==> src/sv/ikc_pkg.sv <==
// ----------------------------------------------------------------------------
// ikc_pkg
// Shared constants, key and command codes, and controller/datapath structs
// for the infix keypad calculator.
// ----------------------------------------------------------------------------
`default_nettype none

package ikc_pkg;

   localparam int WORD_WIDTH_DEF = 32;
   localparam int OUT_WIDTH      = 32;
   localparam int OP_WIDTH       = 3;
   localparam int DIGIT_WIDTH    = 4;

   // key kinds
   localparam logic [OP_WIDTH-1:0] KEY_DIGIT  = 3'd0;
   localparam logic [OP_WIDTH-1:0] KEY_PLUS   = 3'd1;
   localparam logic [OP_WIDTH-1:0] KEY_MINUS  = 3'd2;
   localparam logic [OP_WIDTH-1:0] KEY_TIMES  = 3'd3;
   localparam logic [OP_WIDTH-1:0] KEY_DIVIDE = 3'd4;
   localparam logic [OP_WIDTH-1:0] KEY_EQUALS = 3'd5;

   // pending operation on the product term
   localparam logic [1:0] TERM_NONE = 2'd0;
   localparam logic [1:0] TERM_MUL  = 2'd1;
   localparam logic [1:0] TERM_DIV  = 2'd2;

   // datapath commands
   localparam logic [3:0] CMD_NOP         = 4'd0;
   localparam logic [3:0] CMD_DIGIT       = 4'd1;
   localparam logic [3:0] CMD_FACTOR_LOAD = 4'd2;
   localparam logic [3:0] CMD_FACTOR_ERR  = 4'd3;
   localparam logic [3:0] CMD_MUL_START   = 4'd4;
   localparam logic [3:0] CMD_MUL_STEP    = 4'd5;
   localparam logic [3:0] CMD_MUL_DONE    = 4'd6;
   localparam logic [3:0] CMD_DIV_START   = 4'd7;
   localparam logic [3:0] CMD_DIV_STEP    = 4'd8;
   localparam logic [3:0] CMD_DIV_DONE    = 4'd9;
   localparam logic [3:0] CMD_SET_TERM    = 4'd10;
   localparam logic [3:0] CMD_CLOSE_TERM  = 4'd11;
   localparam logic [3:0] CMD_FINISH      = 4'd12;

   typedef struct packed {
      logic [3:0] code;
      logic [1:0] term;
      logic       sub;
   } dp_cmd_type;

   typedef struct packed {
      logic [1:0] term;
      logic       cur_zero;
      logic       out_free;
   } dp_status_type;

endpackage

`default_nettype wire

==> src/sv/ikc_req_if.sv <==
// ----------------------------------------------------------------------------
// ikc_req_if
// Key channel: valid/ready handshake carrying key kind and digit value.
// ----------------------------------------------------------------------------
`default_nettype none

interface ikc_req_if;
   import ikc_pkg::*;

   logic                   valid;
   logic                   ready;
   logic [OP_WIDTH-1:0]    op;
   logic [DIGIT_WIDTH-1:0] digit;

   modport source (output valid, output op, output digit, input ready);
   modport sink   (input valid, input op, input digit, output ready);
endinterface

`default_nettype wire

==> src/sv/ikc_rsp_if.sv <==
// ----------------------------------------------------------------------------
// ikc_rsp_if
// Result channel: valid/ready handshake carrying value and error flag.
// ----------------------------------------------------------------------------
`default_nettype none

interface ikc_rsp_if;
   import ikc_pkg::*;

   logic                        valid;
   logic                        ready;
   logic signed [OUT_WIDTH-1:0] value;
   logic                        div_error;

   modport source (output valid, output value, output div_error, input ready);
   modport sink   (input valid, input value, input div_error, output ready);
endinterface

`default_nettype wire

==> src/sv/ikc_datapath.sv <==
// ----------------------------------------------------------------------------
// ikc_datapath
// Expression registers, shared shift-add multiplier / restoring divider,
// and the result output register.
// ----------------------------------------------------------------------------
`default_nettype none

module ikc_datapath
   import ikc_pkg::*;
#(
   parameter int WORD_WIDTH = WORD_WIDTH_DEF
) (
   input  wire logic                   clock,
   input  wire logic                   reset,
   input  wire dp_cmd_type             cmd,
   input  wire logic [DIGIT_WIDTH-1:0] digit,
   output dp_status_type               status,
   ikc_rsp_if.source                   rsp_ch
);

   localparam int W = WORD_WIDTH;

   logic [W-1:0] sum_ff, sum_in;
   logic         sub_ff, sub_in;
   logic [W-1:0] prod_ff, prod_in;
   logic [1:0]   term_ff, term_in;
   logic [W-1:0] cur_ff, cur_in;
   logic         err_ff, err_in;
   logic [W-1:0] opa_ff, opa_in;
   logic [W-1:0] opb_ff, opb_in;
   logic [W-1:0] acc_ff, acc_in;
   logic         neg_ff, neg_in;
   logic         ovalid_ff, ovalid_in;
   logic signed [OUT_WIDTH-1:0] oval_ff, oval_in;
   logic         oerr_ff, oerr_in;

   logic [W-1:0] prod_mag, cur_mag;
   logic [W:0]   rem_shift, trial;
   logic [W-1:0] total;
   logic signed [W-1:0] total_s;
   logic         out_free;

   assign prod_mag  = prod_ff[W-1] ? (W'(0) - prod_ff) : prod_ff;
   assign cur_mag   = cur_ff[W-1] ? (W'(0) - cur_ff) : cur_ff;
   assign rem_shift = {acc_ff, opa_ff[W-1]};
   assign trial     = rem_shift - {1'b0, opb_ff};
   assign total     = sub_ff ? (sum_ff - prod_ff) : (sum_ff + prod_ff);
   assign total_s   = signed'(total);
   assign out_free  = !ovalid_ff || rsp_ch.ready;

   always_comb begin
      sum_in    = sum_ff;
      sub_in    = sub_ff;
      prod_in   = prod_ff;
      term_in   = term_ff;
      cur_in    = cur_ff;
      err_in    = err_ff;
      opa_in    = opa_ff;
      opb_in    = opb_ff;
      acc_in    = acc_ff;
      neg_in    = neg_ff;
      oval_in   = oval_ff;
      oerr_in   = oerr_ff;
      ovalid_in = ovalid_ff && !rsp_ch.ready;
      unique case (cmd.code)
         CMD_DIGIT: begin
            cur_in = (cur_ff << 3) + (cur_ff << 1) + W'(digit);
         end
         CMD_FACTOR_LOAD: begin
            prod_in = cur_ff;
            cur_in  = '0;
         end
         CMD_FACTOR_ERR: begin
            err_in = 1'b1;
            cur_in = '0;
         end
         CMD_MUL_START: begin
            acc_in = '0;
            opa_in = prod_ff;
            opb_in = cur_ff;
            cur_in = '0;
         end
         CMD_MUL_STEP: begin
            if (opb_ff[0]) begin
               acc_in = acc_ff + opa_ff;
            end
            opa_in = opa_ff << 1;
            opb_in = opb_ff >> 1;
         end
         CMD_MUL_DONE: begin
            prod_in = acc_ff;
         end
         CMD_DIV_START: begin
            acc_in = '0;
            opa_in = prod_mag;
            opb_in = cur_mag;
            neg_in = prod_ff[W-1] ^ cur_ff[W-1];
            cur_in = '0;
         end
         CMD_DIV_STEP: begin
            // restoring step: quotient bits shift in at the bottom of opa
            if (!trial[W]) begin
               acc_in = trial[W-1:0];
               opa_in = {opa_ff[W-2:0], 1'b1};
            end else begin
               acc_in = rem_shift[W-1:0];
               opa_in = {opa_ff[W-2:0], 1'b0};
            end
         end
         CMD_DIV_DONE: begin
            prod_in = neg_ff ? (W'(0) - opa_ff) : opa_ff;
         end
         CMD_SET_TERM: begin
            term_in = cmd.term;
         end
         CMD_CLOSE_TERM: begin
            sum_in  = total;
            prod_in = '0;
            term_in = TERM_NONE;
            sub_in  = cmd.sub;
         end
         CMD_FINISH: begin
            ovalid_in = 1'b1;
            oerr_in   = err_ff;
            oval_in   = err_ff ? -32'sd1 : OUT_WIDTH'(total_s);
            sum_in    = '0;
            sub_in    = 1'b0;
            prod_in   = '0;
            term_in   = TERM_NONE;
            cur_in    = '0;
            err_in    = 1'b0;
         end
         default: begin
         end
      endcase
   end

   always_ff @(posedge clock) begin
      if (reset) begin
         sum_ff    <= '0;
         sub_ff    <= 1'b0;
         prod_ff   <= '0;
         term_ff   <= TERM_NONE;
         cur_ff    <= '0;
         err_ff    <= 1'b0;
         ovalid_ff <= 1'b0;
      end else begin
         sum_ff    <= sum_in;
         sub_ff    <= sub_in;
         prod_ff   <= prod_in;
         term_ff   <= term_in;
         cur_ff    <= cur_in;
         err_ff    <= err_in;
         ovalid_ff <= ovalid_in;
      end
   end

   always_ff @(posedge clock) begin
      opa_ff  <= opa_in;
      opb_ff  <= opb_in;
      acc_ff  <= acc_in;
      neg_ff  <= neg_in;
      oval_ff <= oval_in;
      oerr_ff <= oerr_in;
   end

   assign status.term     = term_ff;
   assign status.cur_zero = (cur_ff == '0);
   assign status.out_free = out_free;

   assign rsp_ch.valid     = ovalid_ff;
   assign rsp_ch.value     = oval_ff;
   assign rsp_ch.div_error = oerr_ff;

endmodule

`default_nettype wire

==> src/sv/ikc_controller.sv <==
// ----------------------------------------------------------------------------
// ikc_controller
// Key sequencing: closes factors and terms, runs the iterative
// multiply/divide one step per word bit, issues datapath commands.
// ----------------------------------------------------------------------------
`default_nettype none

module ikc_controller
   import ikc_pkg::*;
#(
   parameter int WORD_WIDTH = WORD_WIDTH_DEF
) (
   input  wire logic          clock,
   input  wire logic          reset,
   input  wire dp_status_type status,
   output dp_cmd_type         cmd,
   ikc_req_if.sink            req_ch
);

   localparam int CNT_W = $clog2(WORD_WIDTH);
   localparam logic [CNT_W-1:0] CNT_LAST = CNT_W'(WORD_WIDTH - 1);

   localparam logic [2:0] S_IDLE    = 3'd0;
   localparam logic [2:0] S_MUL     = 3'd1;
   localparam logic [2:0] S_MUL_FIN = 3'd2;
   localparam logic [2:0] S_DIV     = 3'd3;
   localparam logic [2:0] S_DIV_FIN = 3'd4;
   localparam logic [2:0] S_POST    = 3'd5;

   logic [2:0]          state_ff, state_in;
   logic [CNT_W-1:0]    cnt_ff, cnt_in;
   logic [OP_WIDTH-1:0] key_ff, key_in;
   logic                accept;

   assign req_ch.ready = (state_ff == S_IDLE);
   assign accept       = req_ch.valid && req_ch.ready;

   always_comb begin
      state_in = state_ff;
      cnt_in   = cnt_ff;
      key_in   = key_ff;
      cmd      = '{code: CMD_NOP, term: TERM_NONE, sub: 1'b0};
      unique case (state_ff)
         S_IDLE: begin
            if (accept) begin
               key_in = req_ch.op;
               cnt_in = '0;
               if (req_ch.op == KEY_DIGIT) begin
                  cmd.code = CMD_DIGIT;
               end else if (req_ch.op == KEY_PLUS || req_ch.op == KEY_MINUS ||
                            req_ch.op == KEY_TIMES || req_ch.op == KEY_DIVIDE ||
                            req_ch.op == KEY_EQUALS) begin
                  // close the factor that this operator ends
                  priority if (status.term == TERM_MUL) begin
                     cmd.code = CMD_MUL_START;
                     state_in = S_MUL;
                  end else if (status.term == TERM_DIV && status.cur_zero) begin
                     cmd.code = CMD_FACTOR_ERR;
                     state_in = S_POST;
                  end else if (status.term == TERM_DIV) begin
                     cmd.code = CMD_DIV_START;
                     state_in = S_DIV;
                  end else begin
                     cmd.code = CMD_FACTOR_LOAD;
                     state_in = S_POST;
                  end
               end
            end
         end
         S_MUL: begin
            cmd.code = CMD_MUL_STEP;
            cnt_in   = cnt_ff + 1'b1;
            if (cnt_ff == CNT_LAST) begin
               state_in = S_MUL_FIN;
            end
         end
         S_MUL_FIN: begin
            cmd.code = CMD_MUL_DONE;
            state_in = S_POST;
         end
         S_DIV: begin
            cmd.code = CMD_DIV_STEP;
            cnt_in   = cnt_ff + 1'b1;
            if (cnt_ff == CNT_LAST) begin
               state_in = S_DIV_FIN;
            end
         end
         S_DIV_FIN: begin
            cmd.code = CMD_DIV_DONE;
            state_in = S_POST;
         end
         S_POST: begin
            priority if (key_ff == KEY_TIMES) begin
               cmd.code = CMD_SET_TERM;
               cmd.term = TERM_MUL;
               state_in = S_IDLE;
            end else if (key_ff == KEY_DIVIDE) begin
               cmd.code = CMD_SET_TERM;
               cmd.term = TERM_DIV;
               state_in = S_IDLE;
            end else if (key_ff == KEY_EQUALS) begin
               // hold until the output register can take the transaction
               if (status.out_free) begin
                  cmd.code = CMD_FINISH;
                  state_in = S_IDLE;
               end
            end else begin
               cmd.code = CMD_CLOSE_TERM;
               cmd.sub  = (key_ff == KEY_MINUS);
               state_in = S_IDLE;
            end
         end
         default: begin
            state_in = S_IDLE;
         end
      endcase
   end

   always_ff @(posedge clock) begin
      if (reset) begin
         state_ff <= S_IDLE;
         cnt_ff   <= '0;
      end else begin
         state_ff <= state_in;
         cnt_ff   <= cnt_in;
      end
   end

   always_ff @(posedge clock) begin
      key_ff <= key_in;
   end

endmodule

`default_nettype wire

==> src/sv/infix_keypad_calculator.sv <==
// ----------------------------------------------------------------------------
// infix_keypad_calculator
// Keypad-driven integer calculator with multiply/divide precedence.
// ----------------------------------------------------------------------------
// Keys arrive one transaction at a time on req_ch; one result leaves on
// rsp_ch for each equals key. An operator or equals key passes through the
// post state alone when no multiply or divide is pending or when a pending
// divide meets a zero divisor, and through the multiply or divide steps and
// their finishing state first when it closes a multiply or a divide, worked by
// the shared one-bit-per-cycle shift-add/restoring arithmetic unit. Equals
// additionally waits while the previous result is still held in the output
// register. Division truncates toward zero, all arithmetic wraps at WORD_WIDTH
// bits, and any division by zero makes the result -1 with div_error set.
// ----------------------------------------------------------------------------
`default_nettype none

module infix_keypad_calculator
   import ikc_pkg::*;
#(
   parameter int WORD_WIDTH = WORD_WIDTH_DEF
) (
   input  wire logic clock,
   input  wire logic reset,
   ikc_req_if.sink   req_ch,
   ikc_rsp_if.source rsp_ch
);

   dp_cmd_type    cmd;
   dp_status_type status;

   ikc_controller #(
      .WORD_WIDTH(WORD_WIDTH)
   ) u_controller (
      .clock (clock),
      .reset (reset),
      .status(status),
      .cmd   (cmd),
      .req_ch(req_ch)
   );

   ikc_datapath #(
      .WORD_WIDTH(WORD_WIDTH)
   ) u_datapath (
      .clock (clock),
      .reset (reset),
      .cmd   (cmd),
      .digit (req_ch.digit),
      .status(status),
      .rsp_ch(rsp_ch)
   );

endmodule

`default_nettype wire

==> src/flat_wrapper.sv <==
// flat-port wrapper written by rule: the top's interface ports become plain ports
module infix_keypad_calculator_flat import ikc_pkg::*;
#(
   parameter int WORD_WIDTH = WORD_WIDTH_DEF
)
  (clock, reset, req_ch_valid, req_ch_op, req_ch_digit, req_ch_ready, rsp_ch_valid, rsp_ch_value, rsp_ch_div_error, rsp_ch_ready);
  ikc_req_if req_ch_i ();
  ikc_rsp_if rsp_ch_i ();
  input  wire logic clock;
  input  wire logic reset;
  input wire logic [$bits(req_ch_i.valid)-1:0] req_ch_valid;
  input wire logic [$bits(req_ch_i.op)-1:0] req_ch_op;
  input wire logic [$bits(req_ch_i.digit)-1:0] req_ch_digit;
  output wire logic [$bits(req_ch_i.ready)-1:0] req_ch_ready;
  output wire logic [$bits(rsp_ch_i.valid)-1:0] rsp_ch_valid;
  output wire logic [$bits(rsp_ch_i.value)-1:0] rsp_ch_value;
  output wire logic [$bits(rsp_ch_i.div_error)-1:0] rsp_ch_div_error;
  input wire logic [$bits(rsp_ch_i.ready)-1:0] rsp_ch_ready;
  assign req_ch_i.valid = req_ch_valid;
  assign req_ch_i.op = req_ch_op;
  assign req_ch_i.digit = req_ch_digit;
  assign req_ch_ready = req_ch_i.ready;
  assign rsp_ch_valid = rsp_ch_i.valid;
  assign rsp_ch_value = rsp_ch_i.value;
  assign rsp_ch_div_error = rsp_ch_i.div_error;
  assign rsp_ch_i.ready = rsp_ch_ready;
  infix_keypad_calculator #(.WORD_WIDTH(WORD_WIDTH)) u_core (.clock(clock), .reset(reset), .req_ch(req_ch_i), .rsp_ch(rsp_ch_i));
endmodule
==> config.mk <==
export PLATFORM = sky130hd
export DESIGN_NAME = infix_keypad_calculator_flat
export DESIGN_NICKNAME = d
export VERILOG_FILES = /design/src/sv/ikc_pkg.sv /design/src/sv/ikc_req_if.sv /design/src/sv/ikc_rsp_if.sv /design/src/sv/ikc_datapath.sv /design/src/sv/ikc_controller.sv /design/src/sv/infix_keypad_calculator.sv /design/src/flat_wrapper.sv
export SDC_FILE = /design/constraint.sdc
export NUM_CORES = 1
export LEC_CHECK = 0
export ABC_AREA = 1
export BUFFER_PORTS_ARGS = -buffer_cell sky130_fd_sc_hd__buf_4
export CAP_MARGIN = 40
export CORE_MARGIN = 1
export CORE_UTILIZATION = 45
export CTS_BUF_LIST = sky130_fd_sc_hd__clkbuf_4 sky130_fd_sc_hd__clkbuf_8
export CTS_CLUSTER_DIAMETER = 120
export DETAILED_ROUTE_END_ITERATION = 6
export PLACE_DENSITY = 0.58
export REMOVE_ABC_BUFFERS = 1
export SLEW_MARGIN = 20
export SYNTH_ARGS = -nofsm -noshare
export SYNTH_HDL_FRONTEND = slang
export SYNTH_SLANG_ARGS = --single-unit
export TNS_END_PERCENT = 50
==> constraint.sdc <==
create_clock -name clock -period 5.54 [get_ports clock]
set_input_delay 1.108 -clock clock [delete_from_list [all_inputs] [get_ports clock]]
set_output_delay 1.108 -clock clock [all_outputs]
set_load 0.01 [all_outputs]
## Word level (Yosys, flattened, before mapping)

Index checks and enable logic that the tools add are counted.

| storage, ports and cells | value |
|---|---|
| register bits | 242 |
| input port bits | 11 |

| operators by class | value |
|---|---|
| $add $sub $neg | 10 |
| equality and inequality tests | 36 |
| multiplexer cells | 48 |
| bitwise operators | 1 |
| reductions and logical operators | 31 |

Operator list:

| kind | count |
|---|---|
| $pmux 32 s4 | 2 |
| $mux 32 | 6 |
| $pmux 32 s3 | 2 |
| $pmux 32 s2 | 2 |
| $add 32x32->32 | 3 |
| $sub 1x32->32 const A | 3 |
| $mux 3 | 19 |
| $sub 33x32->33 | 1 |
| $add 32x4->32 | 1 |
| $logic_not 32->1 | 1 |
| $sub 32x32->32 | 1 |
| $pmux 4 s6 | 1 |
| $eq 4x4->1 const B | 5 |
| $eq 3x2->1 const B | 6 |
| $eq 3x3->1 const B | 6 |
| $eq 4x3->1 const B | 4 |
| $pmux 3 s5 | 1 |
| $mux 4 | 3 |
| $pmux 5 s2 | 1 |
| $reduce_bool 2->1 | 5 |
| $eq 4x2->1 const B | 2 |
| $ne 2x2->1 const B | 4 |
| $reduce_bool 4->1 | 2 |
| $reduce_or 2->1 | 4 |
| other kinds (23) | 41 |

## Logic depth before layout (Yosys ltp)

| logic depth | value |
|---|---|
| word-level depth | 13 |
| gate-level depth with buffers | 22 |
| mapped depth without buffers | 22 |

## Modules after synthesis

Synthesis repeated with hierarchy kept, for this count alone.

| unflattened totals | value |
|---|---|
| cells, all modules | 3,599 |
| area total of the unflattened synthesis | 22,634.2 um^2 |

By module, submodules not included:

| module | instances | cells an instance | area an instance (um^2) | sequential area each (um^2) |
|---|---|---|---|---|
| ikc_datapath | 1 | 3,491 | 21,896.0 | 5,925.7 |
| ikc_controller | 1 | 108 | 738.2 | 250.2 |

## Worst setup path before layout

OpenSTA, ideal clock, no wires.

| timing path | value |
|---|---|
| kind | input -> register |
| start point | input rsp_ch_ready |
| end point | register u_core.u_datapath.opb_ff[16], data pin |
| library setup time | 0.272 ns |
| data arrival time | 3.647 ns |
| data required time | 5.268 ns |
| path slack | 1.622 ns |
| cell stages on the path | 11 |
| buffers on the path | 2 |
| cell sequence | inv_1 nand2_1 inv_1 nor3_2 nor2_1 nand2_2 nand3_2 nand2_1 buf_2 buf_4 o221ai_1 |

| between the ends | value |
|---|---|
| word-level cells in the longest chain between the ends | 8 |

Ends and longest elaborated chain:

| what | RTL line | RTL |
|---|---|---|
| from (decl) | flat_wrapper.sv:18 | `input wire logic [$bits(rsp_ch_i.ready)-1:0] rsp_ch_ready;` |
| $logic_or 1x1->1 * | ikc_datapath.sv:49 | `assign out_free = !ovalid_ff \|\| rsp_ch.ready;` |
| $mux 4 * | ikc_controller.sv:103 | `if (status.out_free) begin` |
| $mux 4 * | ikc_controller.sv:101 | `end else if (key_ff == KEY_EQUALS) begin` |
| $mux 4 * | ikc_controller.sv:97 | `end else if (key_ff == KEY_DIVIDE) begin` |
| $mux 6 * | ikc_controller.sv:93 | `priority if (key_ff == KEY_TIMES) begin` |
| $pmux 4 s6 * | ikc_controller.sv:43 | `unique case (state_ff)` |
| $eq 4x3->1 | ikc_datapath.sv:65 | `unique case (cmd.code)` |
| $pmux 32 s3 * | ikc_datapath.sv:65 |  |
| net u_core.u_datapath.opb_in[16] | ikc_datapath.sv:30 | `logic [W-1:0] opb_ff, opb_in;` |
| to (signal assigned) | ikc_datapath.sv:160 | `opb_ff <= opb_in;` |
| to (decl) | ikc_datapath.sv:30 |  |

Mark *: on every way through the listed nets, which the timed path passes. The rest lies on a longest branch.
A chain may end at the register's enable or synchronous reset.

## Final worst setup path

| timing path | value |
|---|---|
| start point | register u_core.u_controller.state_ff[1] |
| end point | register u_core.u_datapath.prod_ff[25] |

| between the ends | value |
|---|---|
| word-level cells in the longest chain between the ends | 7 |

Ends and longest elaborated chain:

| what | RTL line | RTL |
|---|---|---|
| from (decl) | ikc_controller.sv:30 | `logic [2:0] state_ff, state_in;` |
| from (signal assigned) | ikc_controller.sv:124 | `state_ff <= state_in;` |
| $logic_not 3->1 | ikc_controller.sv:35, ikc_controller.sv:43 |  |
| $logic_and 1x1->1 | ikc_controller.sv:36 | `assign accept = req_ch.valid && req_ch.ready;` |
| $mux 3 | ikc_controller.sv:45 | `if (accept) begin` |
| $pmux 4 s6 * | ikc_controller.sv:43 |  |
| $eq 4x4->1 | ikc_datapath.sv:65 |  |
| $reduce_or 2->1 (no line) | - |  |
| $pmux 32 s4 / $reduce_bool 4->1 (equally long branches) | - |  |
| to (signal assigned) | ikc_datapath.sv:150 | `prod_ff <= prod_in;` |
| to (decl) | ikc_datapath.sv:25 | `logic [W-1:0] prod_ff, prod_in;` |

Every way passes the cells marked *; elsewhere a longest branch is shown, timed or not.

==> impl_metrics.tcl <==
set metrics [dict create \
    crit_path_start "u_core.u_controller.state_ff[1]$_SDFFE_PP0P_" \
    clkLatencyLatePin_ns 0.66 \
    period_minus_slack_ns 4.20 \
    portBuffers 45 \
    cts_resized 0 \
    cp-start-kind "register" \
    finalSetupViolations 0 \
    drt_wl_total_mm 77.0 \
    root_buffer "clkbuf_8" \
    drive_above_1_share_pct 6.24 \
    cts.htree.levels 2 \
    synth_edf_count 133 \
    ys_async_sr_fraction_pct 0 \
    endpoint "u_core.u_datapath.prod_ff[25]$_SDFFE_PP0P_" \
    cts_hold_buf 0 \
    maxCapViolations 0 \
    fin_tns_setup_ns 0 \
    fmax_mhz 238 \
    netlist_top_cells_area "edfxtp_1 19%, nand2_1 16%, dfxtp_1 10%" \
    via_per_inst 5.67 \
    overflow 0 \
    status "finished clean" \
    crit_path_end_kind "register" \
    first_global_vias 20500 \
    hp-class "register to register" \
    vias 22000 \
    rsz0062_at_grt "false" \
    ys_seq_elements 242 \
    syn_to_final_growth_pct 8.55 \
    antenna_found_initial 4 \
    synth.top_cell.area_share_pct 18.5 \
    reg2reg_from "u_core.u_controller.state_ff[1]$_SDFFE_PP0P_" \
    reg2reg_to "u_core.u_datapath.prod_ff[25]$_SDFFE_PP0P_" \
    coreArea_um2 47000 \
    cp.required_ns 6.09 \
    dieArea_um2 48800 \
    cp.arrival_ns 4.76 \
    syn_area_per_cell_um2 6.71 \
    met2_usage_pct 47.6 \
    yosys_most_used_dff "edfxtp_1" \
    clock_tree.buffer_depth 3 \
    period_share_pct 75.9 \
    grt.total_usage_pct 30.9 \
    clock_skew_ns 0.0531 \
    cts_buffers 46 \
    dp_cells 3788 \
    post_cts_buffers 0 \
    num_antenna_cells 0 \
    grt_use_met1_pct 43.5 \
    ff2ff_path_depth 13 \
    cts_sinks 242 \
    cts_tree "done" \
    die_width_um 221 \
    rrSetupSlack_ns 1.34 \
    fin_cells 3875 \
    first_iter_violations 2138 \
    worst_pin_slew_ns 0.832 \
    gp_congestion 0.995 \
    ys_seq_area_share_pct 28.6 \
    place_hpwl_mm 61.4 \
    dpl_cell_area_um2 22400 \
    row_count 79 \
    clk_pin_slew_worst_paths_ns 0.07 \
    grt_max_degree 58 \
    dr.pass1.iters 7 \
    routedWlPerCell_um 19.9 \
    slew_viol_final 0 \
    die_height_um 221 \
    ys.warnings.count 0 \
    start_util_pct 45.9 \
    path_class "register to register" \
    synth.cell_area_um2 21600 \
    fin_area_um2 23400 \
    slew-limit-headroom_pct 44.1 \
    hold_violations 0 \
    synthCells 3214 \
    num_io_pins 46 \
    synth_area_leader_cell "edfxtp_1" \
    nFillCells 4863 \
    busiest_layer "met2" \
    drc 0 \
    yosysUniqueCellTypes 55 \
    cp_max_fo 32 \
    grt_pass1_wl_mm 118 \
    use_met3_pct 5.78 \
    postRouteAntennaNets 0 \
    final_nets 3405 \
]
-- sequential cells by signal, summed over array words and instances (netlist names) --
| name | cells |
|---|---|
| u_core.u_datapath.term_ff | 2 |
| u_core.u_datapath.prod_ff | 32 |
| u_core.u_datapath.cur_ff | 32 |
| u_core.u_datapath.acc_ff | 32 |
| u_core.u_datapath.opa_ff | 32 |
| u_core.u_controller.state_ff | 3 |
| u_core.u_datapath.rsp_ch.value | 32 |
| u_core.u_datapath.rsp_ch.valid | 1 |
| u_core.u_datapath.sum_ff | 32 |
| u_core.u_controller.key_ff | 3 |
| u_core.u_datapath.rsp_ch.div_error | 1 |
| u_core.u_datapath.opb_ff | 32 |
| u_core.u_datapath.neg_ff | 1 |
| u_core.u_controller.cnt_ff | 5 |
| u_core.u_datapath.err_ff | 1 |
| u_core.u_datapath.sub_ff | 1 |
-- cell families after synthesis --
kind of cell / count (synthesis) / share of synthesized area (%)
simple gates: 1561 / 30.0
xor+xnor: 151 / 6.13
buf+inv: 478 / 8.67
fa+ha+maj: 163 / 9.63
flops: 242 / 28.6
compound gates: 619 / 16.9
-- cell usage after synthesis, types with 3 or more instances --
library cell,instances
o21ai_1,3
o21a_1,10
dfxtp_1,109
a21oi_2,9
a31oi_1,12
nand4_1,38
o21bai_1,23
edfxtp_1,133
o22ai_1,6
o21ai_0,204
fa_1,5
nand3b_1,9
o211ai_1,31
or2_2,18
ha_1,158
o221ai_1,54
buf_1,7
xnor2_1,42
nand2_1,908
clkinv_1,3
a21boi_0,9
buf_4,4
nor3_1,40
o31ai_1,6
xor2_1,109
nor2_2,5
buf_2,28
nand2_2,8
inv_1,364
a21oi_1,221
clkbuf_1,59
a22oi_1,5
inv_2,10
nand3_1,211
a21o_1,17
nor2_1,301
nor4_1,9
-- metrics by stage --
stage                     hold slack (ns)  utilization (%)  setup slack (ns)
after floorplan                     0.433                -             0.690
after global placement              0.452             47.7              1.44
after detailed placement            0.460             47.8              1.42
after CTS                           0.469             49.8              1.34
after global routing                0.488             49.9              1.00
final                               0.466             49.9              1.34
-- worst min-delay path by stage --
stage                                                     startpoint                                    endpoint  slack [ns]  cells past startpoint
after floorplan           u_core.u_controller.cnt_ff[3]$_SDFFE_PP0P_  u_core.u_controller.cnt_ff[3]$_SDFFE_PP0P_        0.43                      2
after global placement    u_core.u_controller.cnt_ff[4]$_SDFFE_PP0P_  u_core.u_controller.cnt_ff[4]$_SDFFE_PP0P_        0.45                      2
after detailed placement  u_core.u_controller.cnt_ff[3]$_SDFFE_PP0P_  u_core.u_controller.cnt_ff[3]$_SDFFE_PP0P_        0.46                      2
after CTS                 u_core.u_controller.cnt_ff[3]$_SDFFE_PP0P_  u_core.u_controller.cnt_ff[3]$_SDFFE_PP0P_        0.47                      2
after global routing       u_core.u_datapath.sum_ff[29]$_SDFFE_PP0P_   u_core.u_datapath.sum_ff[29]$_SDFFE_PP0P_        0.49                      2
final                     u_core.u_controller.cnt_ff[3]$_SDFFE_PP0P_  u_core.u_controller.cnt_ff[3]$_SDFFE_PP0P_        0.47                      2
-- critical path: stages, from the launching register on --
cell and delay, ns:
dfxtp_1 0.37, inv_2 0.07, nand3_1 0.20, a21oi_1 0.07, nand2_1 0.49, inv_2 0.42, nor2_2 0.16, buf_4 0.40
nand2_2 0.42, inv_2 0.33, nand2_4 0.28, inv_2 0.55, nand2_1 0.14, a21oi_2 0.14
-- layout make-up --
cell class | instances | area, um^2 | share of cell area [%]
clock inverters | 23 | 140 | 0.599
clock buffers | 62 | 785 | 3.35
multi-input cells | 2494 | 13500 | 57.8
well taps | 607 | 759 | 3.24
inverters | 377 | 1420 | 6.04
flip-flops and latches | 242 | 6180 | 26.4
repair buffers | 70 | 601 | 2.57
-- cell usage in the layout (no fill, tap or decap), types with 8 or more instances in the layout --
cell | synthesis | final
a21boi_0 | 9 | 9
a21oi_1 | 221 | 220
buf_4 | 4 | 65
inv_1 | 364 | 364
nor2_1 | 301 | 300
nand2_1 | 908 | 908
clkbuf_8 | 0 | 51
edfxtp_1 | 133 | 133
a21oi_2 | 9 | 10
xor2_1 | 109 | 109
clkinv_1 | 3 | 16
a21o_1 | 17 | 17
a31oi_1 | 12 | 12
ha_1 | 158 | 158
o21bai_1 | 23 | 23
o221ai_1 | 54 | 54
nor4_1 | 9 | 9
dfxtp_1 | 109 | 108
xnor2_1 | 42 | 42
nand3b_1 | 9 | 9
nand4_1 | 38 | 38
or2_2 | 18 | 18
inv_2 | 10 | 10
o211ai_1 | 31 | 31
nor3_1 | 40 | 40
nand3_1 | 211 | 211
clkbuf_4 | 0 | 11
o21ai_0 | 204 | 204
o21a_1 | 10 | 10
nand2_2 | 8 | 8
-- per-layer routing --
| layer | part of all wire, % | wire, um |
|---|---|---|
| met5 | 0.068 | 52 |
| met4 | 2.9 | 2210 |
| met3 | 7.3 | 5600 |
| met2 | 43 | 33500 |
| met1 | 46 | 35700 |
Power is not shown: default switching activity piles up to over one toggle a cycle in this logic, so the estimate is an artifact.
